[src/sv/ocrpc_pkg.sv]
// ocrpc_pkg: shared types, register indexes, reset values and byte class
// helpers for the text line plausibility checker
// no dependencies
`timescale 1ns / 1ps
`default_nettype none

package ocrpc_pkg;

    // register indexes on the configuration port
    localparam logic [2:0] REG_LINE_REPEAT  = 3'd0;
    localparam logic [2:0] REG_GEO_REPEAT   = 3'd1;
    localparam logic [2:0] REG_GEO_NUMERIC  = 3'd2;
    localparam logic [2:0] REG_GEO_PURE     = 3'd3;
    localparam logic [2:0] REG_SMALL_MAX    = 3'd4;
    localparam logic [2:0] REG_SMALL_NUMBER = 3'd5;

    localparam logic [6:0] RST_LINE_REPEAT  = 7'd75;
    localparam logic [6:0] RST_GEO_REPEAT   = 7'd55;
    localparam logic [6:0] RST_GEO_NUMERIC  = 7'd70;
    localparam logic [6:0] RST_GEO_PURE     = 7'd85;
    localparam logic [7:0] RST_SMALL_MAX    = 8'd32;
    localparam logic [6:0] RST_SMALL_NUMBER = 7'd60;

    localparam logic [7:0] MIN_ALPHA_LONG   = 8'd3;
    localparam logic signed [12:0] SCORE_LIMIT = 13'sd1600;

    localparam int OUT_DATA_W = 32;

    typedef struct packed {
        logic [6:0] line_repeat_percent;
        logic [6:0] geometry_repeat_percent;
        logic [6:0] geometry_numeric_percent;
        logic [6:0] geometry_pure_percent;
        logic [7:0] small_max_glyphs;
        logic [6:0] small_numeric_percent;
    } cfg_t;

    // per line counts, edge bit0 first glyph punct, bit1 last glyph punct,
    // bit2 a glyph was seen
    typedef struct packed {
        logic [7:0] glyphs;
        logic [7:0] letters;
        logic [7:0] digits;
        logic [7:0] puncts;
        logic [7:0] others;
        logic [7:0] spaces;
        logic [7:0] top_freq;
        logic [2:0] edge_flags;
        logic       ovf;
    } line_stats_t;

    typedef struct packed {
        logic              line_plausible;
        logic              small_plausible;
        logic              numeric_geometry;
        logic              repetitive_geometry;
        logic              punctuation_geometry;
        logic signed [11:0] composition_score;
        logic [7:0]        glyph_count;
        logic              overflow;
    } verdict_t;

    function automatic logic is_space(input logic [7:0] c);
        return c == 8'd32 || c == 8'd9 || c == 8'd13 || c == 8'd10;
    endfunction

    function automatic logic is_punct(input logic [7:0] c);
        return c == 8'h2D || c == 8'h2B || c == 8'h3D || c == 8'h7C ||
               c == 8'h5F || c == 8'h2E || c == 8'h2C || c == 8'h3A ||
               c == 8'h3B || c == 8'h2A || c == 8'h60 || c == 8'h27 ||
               c == 8'h22 || c == 8'h7E || c == 8'h2F || c == 8'h5C;
    endfunction

    function automatic logic is_letter(input logic [7:0] c);
        return (c >= 8'h41 && c <= 8'h5A) || (c >= 8'h61 && c <= 8'h7A);
    endfunction

    function automatic logic is_digit(input logic [7:0] c);
        return c >= 8'h30 && c <= 8'h39;
    endfunction

    // saturating increment, stops at all ones
    function automatic logic [7:0] sat_inc(input logic [7:0] x);
        return (x == 8'hFF) ? x : x + 8'd1;
    endfunction

endpackage

`default_nettype wire

[src/sv/ocrpc_verdict.sv]
// ocrpc_verdict: turns the final counts of one line into the verdicts,
// geometry flags and composition score; uses ocrpc_pkg
`timescale 1ns / 1ps
`default_nettype none

module ocrpc_verdict (
    input  wire ocrpc_pkg::line_stats_t stats,
    input  wire ocrpc_pkg::cfg_t        cfg,
    output ocrpc_pkg::verdict_t         verdict
);
    import ocrpc_pkg::*;

    logic [7:0]  g, a, d, p, o, s, m;
    logic [8:0]  alnum;
    logic [9:0]  normal;
    logic [15:0] top_x100, dig_x100;
    logic [15:0] line_rep_lim, geo_rep_lim, small_num_lim;
    logic [16:0] geo_num_lim, geo_pure_lim;
    logic        line_ok, small_ok, numeric, repetitive, punct_geo;
    logic [10:0] pos_sum;
    logic [11:0] neg_sum;
    logic signed [12:0] score_raw;
    logic signed [12:0] score_clamped;

    always_comb begin
        g = stats.glyphs;
        a = stats.letters;
        d = stats.digits;
        p = stats.puncts;
        o = stats.others;
        s = stats.spaces;
        m = stats.top_freq;

        alnum  = 9'(a) + 9'(d);
        normal = 10'(a) + 10'(d) + 10'(p) + 10'(o);

        top_x100      = 16'(m) * 16'd100;
        dig_x100      = 16'(d) * 16'd100;
        line_rep_lim  = 16'(cfg.line_repeat_percent) * 16'(g);
        geo_rep_lim   = 16'(cfg.geometry_repeat_percent) * 16'(g);
        small_num_lim = 16'(cfg.small_numeric_percent) * 16'(g);
        geo_num_lim   = 17'(cfg.geometry_numeric_percent) * 17'(normal);
        geo_pure_lim  = 17'(cfg.geometry_pure_percent) * 17'(normal);

        // general verdict, first failing test wins
        line_ok = 1'b1;
        if (g == 8'd0 || (a == 8'd0 && d == 8'd0)) begin
            line_ok = 1'b0;
        end else if (g == 8'd1 && d == 8'd1) begin
            line_ok = 1'b0;
        end else if (g >= 8'd6 && top_x100 >= line_rep_lim) begin
            line_ok = 1'b0;
        end else if (9'(o) > alnum) begin
            line_ok = 1'b0;
        end else if (stats.edge_flags[1:0] != 2'b00) begin
            line_ok = 1'b0;
        end

        small_ok = line_ok;
        if (g > cfg.small_max_glyphs) begin
            small_ok = 1'b0;
        end
        if (g >= 8'd6 && dig_x100 >= small_num_lim && a <= 8'd2) begin
            small_ok = 1'b0;
        end
        if (g >= 8'd12 && a < MIN_ALPHA_LONG) begin
            small_ok = 1'b0;
        end

        numeric = 1'b0;
        if (g >= 8'd4 && d != 8'd0 && normal != 10'd0 &&
            17'(dig_x100) >= geo_num_lim) begin
            if (a <= 8'd2 && p <= 8'd2 && o <= 8'd1) begin
                numeric = 1'b1;
            end else if (a == 8'd0 && o == 8'd0 && 17'(dig_x100) >= geo_pure_lim) begin
                numeric = 1'b1;
            end
        end

        repetitive = g >= 8'd4 && top_x100 >= geo_rep_lim;
        punct_geo  = p != 8'd0 && 9'(p) >= alnum;

        pos_sum = 11'(a) * 11'd5 + 11'(d) + 11'(s);
        neg_sum = 12'(p) * 12'd4 + 12'(o) * 12'd5;
        if (repetitive) begin
            neg_sum = neg_sum + 12'd100;
        end
        if (numeric) begin
            neg_sum = neg_sum + 12'd100;
        end
        if (g >= 8'd8 && a < MIN_ALPHA_LONG) begin
            neg_sum = neg_sum + 12'd30;
        end
        score_raw = $signed({2'b00, pos_sum}) - $signed({1'b0, neg_sum});

        if (score_raw > SCORE_LIMIT) begin
            score_clamped = SCORE_LIMIT;
        end else if (score_raw < -SCORE_LIMIT) begin
            score_clamped = -SCORE_LIMIT;
        end else begin
            score_clamped = score_raw;
        end

        verdict.line_plausible       = line_ok;
        verdict.small_plausible      = small_ok;
        verdict.numeric_geometry     = numeric;
        verdict.repetitive_geometry  = repetitive;
        verdict.punctuation_geometry = punct_geo;
        verdict.composition_score    = score_clamped[11:0];
        verdict.glyph_count          = g;
        verdict.overflow             = stats.ovf;
    end

endmodule

`default_nettype wire

[config.mk]
export PLATFORM = sky130hd
export DESIGN_NAME = ocrpc_verdict
export DESIGN_NICKNAME = d
export VERILOG_FILES = /design/src/sv/ocrpc_pkg.sv /design/src/sv/ocrpc_verdict.sv
export SDC_FILE = /design/constraint.sdc
export NUM_CORES = 1
export LEC_CHECK = 0
export BUFFER_PORTS_ARGS = -buffer_cell sky130_fd_sc_hd__buf_2
export CAP_MARGIN = 15
export CORE_ASPECT_RATIO = 2
export CORE_MARGIN = 2
export CORE_UTILIZATION = 55
export DETAILED_ROUTE_END_ITERATION = 6
export PLACE_DENSITY = 0.74
export SLEW_MARGIN = 20
export SYNTH_ARGS = -nofsm -noshare
export SYNTH_HDL_FRONTEND = slang
export SYNTH_SLANG_ARGS = --single-unit
[constraint.sdc]
create_clock -name vclk -period 18.7
set_input_delay 2.805 -clock vclk [all_inputs]
set_output_delay 2.805 -clock vclk [all_outputs]
set_load 0.05 [all_outputs]
* Word level (Yosys, flattened, before mapping)
Index checks and enable logic that the tools add are counted.
** Storage, ports and cells
- Logic and storage cells :: 81
- Bits in registers :: 0
- Output and inout port bits :: 26
** Cells by class
- Add/subtract/negate cells :: 11
- Reductions and logical operators :: 25
- Equality and inequality tests :: 2
- Multipliers :: 9
- Order comparisons :: 18
- Muxes and demuxes :: 16
** Operator list (count)
- 12-bit 2-to-1 mux :: 5
- 15-bit greater-or-equal comparator :: 3
- 7-bit by 8-bit multiplier with 15-bit output :: 3
- 15-bit by 17-bit greater-or-equal comparator with 1-bit output :: 2
- 7-bit by 10-bit multiplier with 17-bit output :: 2
- 8-bit logical NOT :: 4
- 8-bit by 5-bit multiplier with 13-bit output (second input constant) :: 2
- 12-bit by 7-bit adder with 12-bit output (second input constant) :: 2
- 11-bit by 8-bit adder with 11-bit output :: 2
- 8-bit by 3-bit multiplier with 11-bit output (second input constant) :: 2
- 8-bit by 8-bit adder with 9-bit output :: 2
- 8-bit by 1-bit == test with 1-bit output (second input constant) :: 2
- 8-bit by 3-bit greater-or-equal comparator with 1-bit output (second input constant) :: 2
- 8-bit by 4-bit greater-or-equal comparator with 1-bit output (second input constant) :: 2
- 8-bit by 2-bit less-or-equal comparator with 1-bit output (second input constant) :: 2
- 1-bit logical AND :: 16
- 8-bit nonzero test :: 2
- 13-bit by 12-bit greater-than comparator with 1-bit output (second input constant) :: 1
- 13-bit by 12-bit less-than comparator with 1-bit output (second input constant) :: 1
- 11-bit by 12-bit subtractor with 13-bit output :: 1
- 10-bit by 11-bit adder with 12-bit output :: 1
- 12-bit by 5-bit adder with 12-bit output (second input constant) :: 1
- 1-bit 2-to-1 mux :: 11
- 10-bit by 8-bit adder with 10-bit output :: 1
- other kinds (9) :: 9

* Logic depth before layout (Yosys ltp)
Gate-level depths: netlist of run 1.
- Depth in word-level cells :: 16
- Gate-level depth with buffers :: 52
- Mapped depth without buffers :: 51

* Worst setup path after synthesis of run 1
OpenSTA, ideal clock, no wires.
- Kind :: input to output
- Start :: input port stats[21] (netlist name)
- End :: output port verdict[10] (netlist name)
- Setup slack :: 1665 ps
- Buffers on the path :: 2
- Required time :: 15895 ps
- Arrival time :: 14230 ps
- Stages on the path :: 50
- Cells stage by stage :: fa_1 > inv_1 > fa_1 > inv_1 > ha_1 > inv_1 > fa_1 > nand2b_1 > a21oi_1 > or4_1 > o311a_1 > clkbuf_1 > and2_1 > fa_1 > fa_1 > fa_1 > inv_1 > fa_1 > [... 14 more ...] > or4b_1 > a21oi_2 > clkbuf_1 > xnor2_1 > ha_1 > or4b_1 > o221a_2 > xnor2_1 > ha_1 > nand2_1 > o21ai_0 > a2111oi_0 > a311oi_1 > a311o_1 > nor2b_1 > mux2i_1 > mux2_4 > nor2_1
** RTL lines
- start, declared :: RTL line ocrpc_verdict.sv:7 : input wire ocrpc_pkg::line_stats_t stats,
- end, declared :: RTL line ocrpc_verdict.sv:9 : output ocrpc_pkg::verdict_t verdict

==> metrics.md, run 1 <==
| Metric | Value |
|---|---|
| Hold_buf cts | `0` |
| Register area | `0 µm²` |
| Most Frequent Cell on Critical Path | `fa_1` |
| Number of global-route vias before repair | `14089` |
| Syn_nets | `about 2800` |
| Share of cells above drive strength 1 | `about 7.3%` |
| # setup viols final | `0` |
| Critical Path Start Type | `primary input` |
| Post-Syn Instances | `2105` |
| Pin count of the biggest net entering global routing | `31` |
| First drt pass iteration count | `5` |
| Vias per cell | `roughly 5.5` |
| First-pass GRT wire length | `65980 µm` |
| Die Y-Extent | `around 260 µm` |
| Met1 usage | `between 30% and 40%` |
| Fin nets | `roughly 2900` |
| # rows | `between 90 and 100` |
| Global route hottest layer | `met2` |
| Most frequent cells in the layout | `ha_1 (387), inv_1 (378), fa_1 (209)` |
| Drt initial violations | `627` |
| Crit. End Element | `output pin` |
| Die extent in x | `about 130 µm` |
| Final worst path period need | `17.62 ns` |
| Crit path largest cell delay | `between 0.5 and 0.6 ns` |
| FFs & Latches | `0` |
| Max-Slew Margin vs Limit | `36.78%` |
| Worst EP required | `15.89 ns` |
| Post-synthesis sequential area ratio | `0%` |
| Ys Warns | `0` |
| Grt met2 use | `a little over two fifths` |
| Routed WL per cell | `~15 µm` |
| Top Ports | `129` |
| Antenna Nets Post-Route | `0` |
| Unrepaired setup endpoints after global routing | `false` |
| Tcrit/Tclk final | `94.20%` |
| Antenna violations before repair | `3` |
| WP data arrival | `approximately 15 ns` |
| Total number of vias | `between 10000 and 15000` |
| Dpl hpwl | `roughly 34000 µm` |
| Met3 Usage GRT | `approximately 1.0%` |
| Post-Route WL | `just under 40000 µm` |
| Hold Crit Class | `in2out` |
| Global placement routability congestion | `between 0.8 and 0.9` |
| Final Hold Fails | `0` |
| Crit path max-delay cell type | `or4b_1` |
| Max Freq | `0.05677 GHz` |
| DRC viols | `0` |
| Max-cap viol count | `0` |
| Crit-path max FO | `9` |
| IO Port Bufs | `about 130` |
| Commonest non-fill, non-tap cell in the layout | `ha_1` |
| Area growth syn-to-layout | `5.515%` |
| Gr ovfl total | `0` |
| GR Util All Layers | `24.08%` |
| Synth Area per Inst | `slightly above 8 µm²` |
| Die Footprint | `between 30000 and 40000 µm²` |
| Total negative slack | `0 ns` |
| Synth Cell Area | `approximately 17000 µm²` |
| Initial Utilization | `55.43%` |
| Max-slew violation count | `0` |
| Worst-Margin Slew | `around 0.94 ns` |
| Clk_buf instances | `0` |
| Outcome | `complete, no violations` |
| Critical path class | `in2out` |
| Core Area | `31310 µm²` |
| Netlist cell types | `between 70 and 80` |
-- metal layers --
metal / vias up / routed length [µm] / part of all wire (%)
met2: 307 / 19690 / 50
li1: 7093 / - / -
met1: 6874 / 17330 / 44
met5: - / 0 / 0
met4: 0 / 1135 / 2.9
met3: 58 / 1450 / 3.7
-- Yosys cell counts (3+ instances only) --
| cell | instances | area, µm² |
|---|---|---|
| o32ai_1 | 3 | 26.28 |
| buf_4 | 14 | 105.1 |
| xnor2_1 | 84 | 735.7 |
| nor4_1 | 7 | 43.79 |
| o21bai_1 | 21 | 157.7 |
| nor2_1 | 47 | 176.4 |
| a211o_1 | 4 | 35.03 |
| a21oi_1 | 116 | 580.6 |
| o2111a_1 | 4 | 45.04 |
| fa_1 | 209 | 4184 |
| inv_1 | 378 | 1419 |
| and3_1 | 12 | 75.07 |
| a211oi_1 | 12 | 90.09 |
| clkbuf_1 | 38 | 142.6 |
| o211a_1 | 4 | 40.04 |
| or4_1 | 5 | 37.54 |
| o21ai_0 | 70 | 350.3 |
| or2_2 | 3 | 18.77 |
| nand4_1 | 8 | 50.05 |
| nand2_1 | 198 | 743.2 |
| o2111ai_1 | 4 | 35.03 |
| o221ai_1 | 3 | 26.28 |
| o211ai_1 | 5 | 37.54 |
| buf_2 | 4 | 20.02 |
| xor2_1 | 47 | 411.6 |
| nor3_1 | 21 | 105.1 |
| o21a_1 | 18 | 135.1 |
| nor2b_1 | 24 | 150.1 |
| nand2b_1 | 27 | 168.9 |
| mux2i_1 | 6 | 60.06 |
| a31o_2 | 6 | 52.55 |
| and4_1 | 6 | 52.55 |
| a31oi_1 | 5 | 31.28 |
| a21boi_0 | 9 | 67.56 |
| ha_1 | 387 | 4842 |
| nand3_1 | 19 | 95.09 |
| a2111oi_0 | 3 | 26.28 |
| o31ai_1 | 5 | 37.54 |
| a21o_1 | 63 | 473.0 |
| and2_1 | 157 | 982.2 |
| nand4b_1 | 4 | 35.03 |
| a311oi_1 | 3 | 26.28 |
-- cell families after synthesis --
kind of cell	after synthesis	synth area share [%]
AOI/OAI and AO/OA	381	14.48
xor gates and xnor gates	132	6.770
adders and majority gates	596	52.01
buffers and inverters	437	9.826
muxes	7	0.4325
and+or+nand+nor	552	16.49
-- stage by stage --
stage	setup slack (ns)	util, %	hold WS [ns]	std cells	instance area (µm²)
detailed placement	0.8100	58.45	5.610	2604	18300
global route	0.1872	58.49	5.610	2606	18310
floorplan	1.665	-	5.777	2105	17360
global placement	0.8987	58.45	5.610	2604	18300
finish	1.084	58.49	5.610	2606	18310
CTS	0.7858	58.45	5.610	2604	18300
-- timing repair --
action,CTS,global route
resized for setup,0,2
endpoints found under the setup margin,0,9
setup buffers,0,0
-- worst max-delay path, delay by kind of cell --
kind / cells / cell delay (ns)
mux: 2 / 0.35
fa+ha+maj: 12 / 4.70
xor+xnor: 4 / 0.98
buf+inv: 7 / 0.83
compound gates: 14 / 3.05
simple gates: 10 / 2.08
-- path summary, 6_finish.rpt --
check                 start           to  slack (ns)  depth (start not counted)
setup / recovery  stats[37]  verdict[15]        1.08                         49
hold / removal     stats[0]   verdict[0]        5.61                          0
-- final cells by class --
cell class         count  area [µm²]
multi-input cells   1668       15670
fillers             2924       13000
inverters            379        1423
repair buffers       134       690.7
well taps            423       529.3
diodes                 2       5.005
Power of run 1 is not shown: default switching activity piles up to over one toggle a cycle in this logic, so the estimate is an artifact.
==> run 2, diff against run 1 <==
==> constraint.sdc (replaced) <==
create_clock -name vclk -period 20
set_input_delay 3 -clock vclk [all_inputs]
set_output_delay 3 -clock vclk [all_outputs]
set_load 0.05 [all_outputs]
==> run 2 against run 1 <==
  * Worst hold slack improved by 0.39 ns
  * Cell area about the same
  * Cell count unchanged
  * Global-route usage increased by 0.17 points
  * Sequential share of layout area unchanged
  * Non-clock buffer count decreased by 1
  * First-iteration DRC count decreased by 9.4%
  * Critical endpoint unchanged
==> metrics.md, run 2 (synthesis results as in run 1) <==
| Metric | Value |
|---|---|
| Gr ovfl total | `0 (unchanged)` |
| Antenna Nets Post-Route | `0 (unchanged)` |
| Most Frequent Cell on Critical Path | `fa_1` |
| Post-Route WL | `40040 µm (+1.1%)` |
| Worst EP required | `17.00 ns (+1.11 ns)` |
| First drt pass iteration count | `5 (unchanged)` |
| Fillers | `2955 (+1.1%)` |
| Worst-Margin Slew | `0.8243 ns (-0.1193 ns)` |
| Total negative slack | `0 ns (unchanged)` |
| Critical Path Start Type | `primary input` |
| Crit path largest cell delay | `0.57 ns (+0.02 ns)` |
| Antenna violations before repair | `3 (unchanged)` |
| DRC viols | `0 (unchanged)` |
| Outcome | `complete, no violations` |
| Final Core Density | `58.45% (about the same)` |
| IO Port Bufs | `126 (unchanged)` |
| Die Footprint | `33080 µm² (unchanged)` |
| # setup viols final | `0 (unchanged)` |
| FFs & Latches | `0 (unchanged)` |
| Die Y-Extent | `255.2 µm (unchanged)` |
| Hold Slack | `6.000 ns (+0.3900 ns)` |
| Total number of vias | `14488 (+1.1%)` |
| Drt initial violations | `568 (-9.4%)` |
| Dpl hpwl | `34160 µm (+1.2%)` |
| Final worst path period need | `between 15 and 20 ns` |
| Fin nets | `2881 (-0.035%)` |
| Final Hold Fails | `0 (unchanged)` |
| Max-cap viol count | `0 (unchanged)` |
| Commonest non-fill, non-tap cell in the layout | `ha_1` |
| Vias per cell | `5.559 (+1.1%)` |
| Max-Slew Margin vs Limit | `44.46% (+7.7 points)` |
| Hold_buf cts | `0 (unchanged)` |
| Crit. End Element | `output pin` |
| Share of cells above drive strength 1 | `7.248% (-0.088 points)` |
| Crit path max-delay cell type | `a21oi_2` |
| Max Freq | `0.05403 GHz` |
| Post-cts repair resize count | `0 (unchanged)` |
| Number of global-route vias before repair | `14334 (+1.7%)` |
| Most frequent cells in the layout | `ha_1 (387), inv_1 (378), fa_1 (209)` |
| WP data arrival | `15.51 ns (+0.70 ns)` |
| Hold Crit Class | `in2out` |
| GR Util All Layers | `24.25% (+0.17 points)` |
| Die extent in x | `129.6 µm (unchanged)` |
| Core Area | `31310 µm² (unchanged)` |
| Initial Utilization | `55.43% (unchanged)` |
| Tcrit/Tclk final | `around 93%` |
| Area growth syn-to-layout | `5.443% (about the same)` |
| Max-slew violation count | `0 (unchanged)` |
| Routed WL per cell | `15.36 µm (+1.1%)` |
| Crit-path max FO | `14 (+5)` |
| Clk_buf instances | `0 (unchanged)` |
| Pin count of the biggest net entering global routing | `31 (unchanged)` |
| Setup bufs post-CTS | `0 (unchanged)` |
| # rows | `92 (unchanged)` |
| Critical path class | `in2out` |
| Global placement routability congestion | `0.8810 (-1.2%)` |
| Register area | `0 µm² (unchanged)` |
| Top Ports | `129 (unchanged)` |
| First-pass GRT wire length | `66420 µm (+0.66%)` |
| Unrepaired setup endpoints after global routing | `false` |
## run 2: area by class of cell
type                       count  area, µm²  share of cell area [%]
multi-input combinational   1668      15660                   85.56
inverter                     379       1423                   7.774
timing repair buffer         133      683.2                   3.733
tap                          423      529.3                   2.892
antenna                        3      7.507                 0.04102
## run 2: worst max-delay path, delay by kind of cell
family,cells,cell delay (ns)
AOI/OAI and AO/OA,15,3.86
xor gates and xnor gates,3,0.52
adders and majority gates,12,4.69
buffers and inverters,7,0.85
muxes,2,0.33
and+or+nand+nor,11,2.19
## run 2: per-layer routing
metal	part of all wire (%)	wire, µm	vias up	global-route usage, %
met2	50	20000	300	43.68
met1	44	17540	7039	31.62
met3	3.5	1384	62	0.9824
met4	2.8	1116	0	6.267
met5	0	0	-	0
li1	-	-	7087	-
## run 2: stage by stage
step | cell area, µm² | cells | setup WS [ns]
global route | 18300 | 2606 | 0.6554
CTS | 18290 | 2603 | 1.579
finish | 18300 | 2606 | 1.492
global placement | 18290 | 2603 | 1.721
floorplan | 17360 | 2105 | 2.575
detailed placement | 18290 | 2603 | 1.586
## run 2: final timing paths
check      start     endpoint  slack, ns  depth (start not counted)
max    stats[37]  verdict[15]       1.49                         50
min     stats[0]   verdict[0]       6.00                          0
Power of run 2 is left out for the same reason.
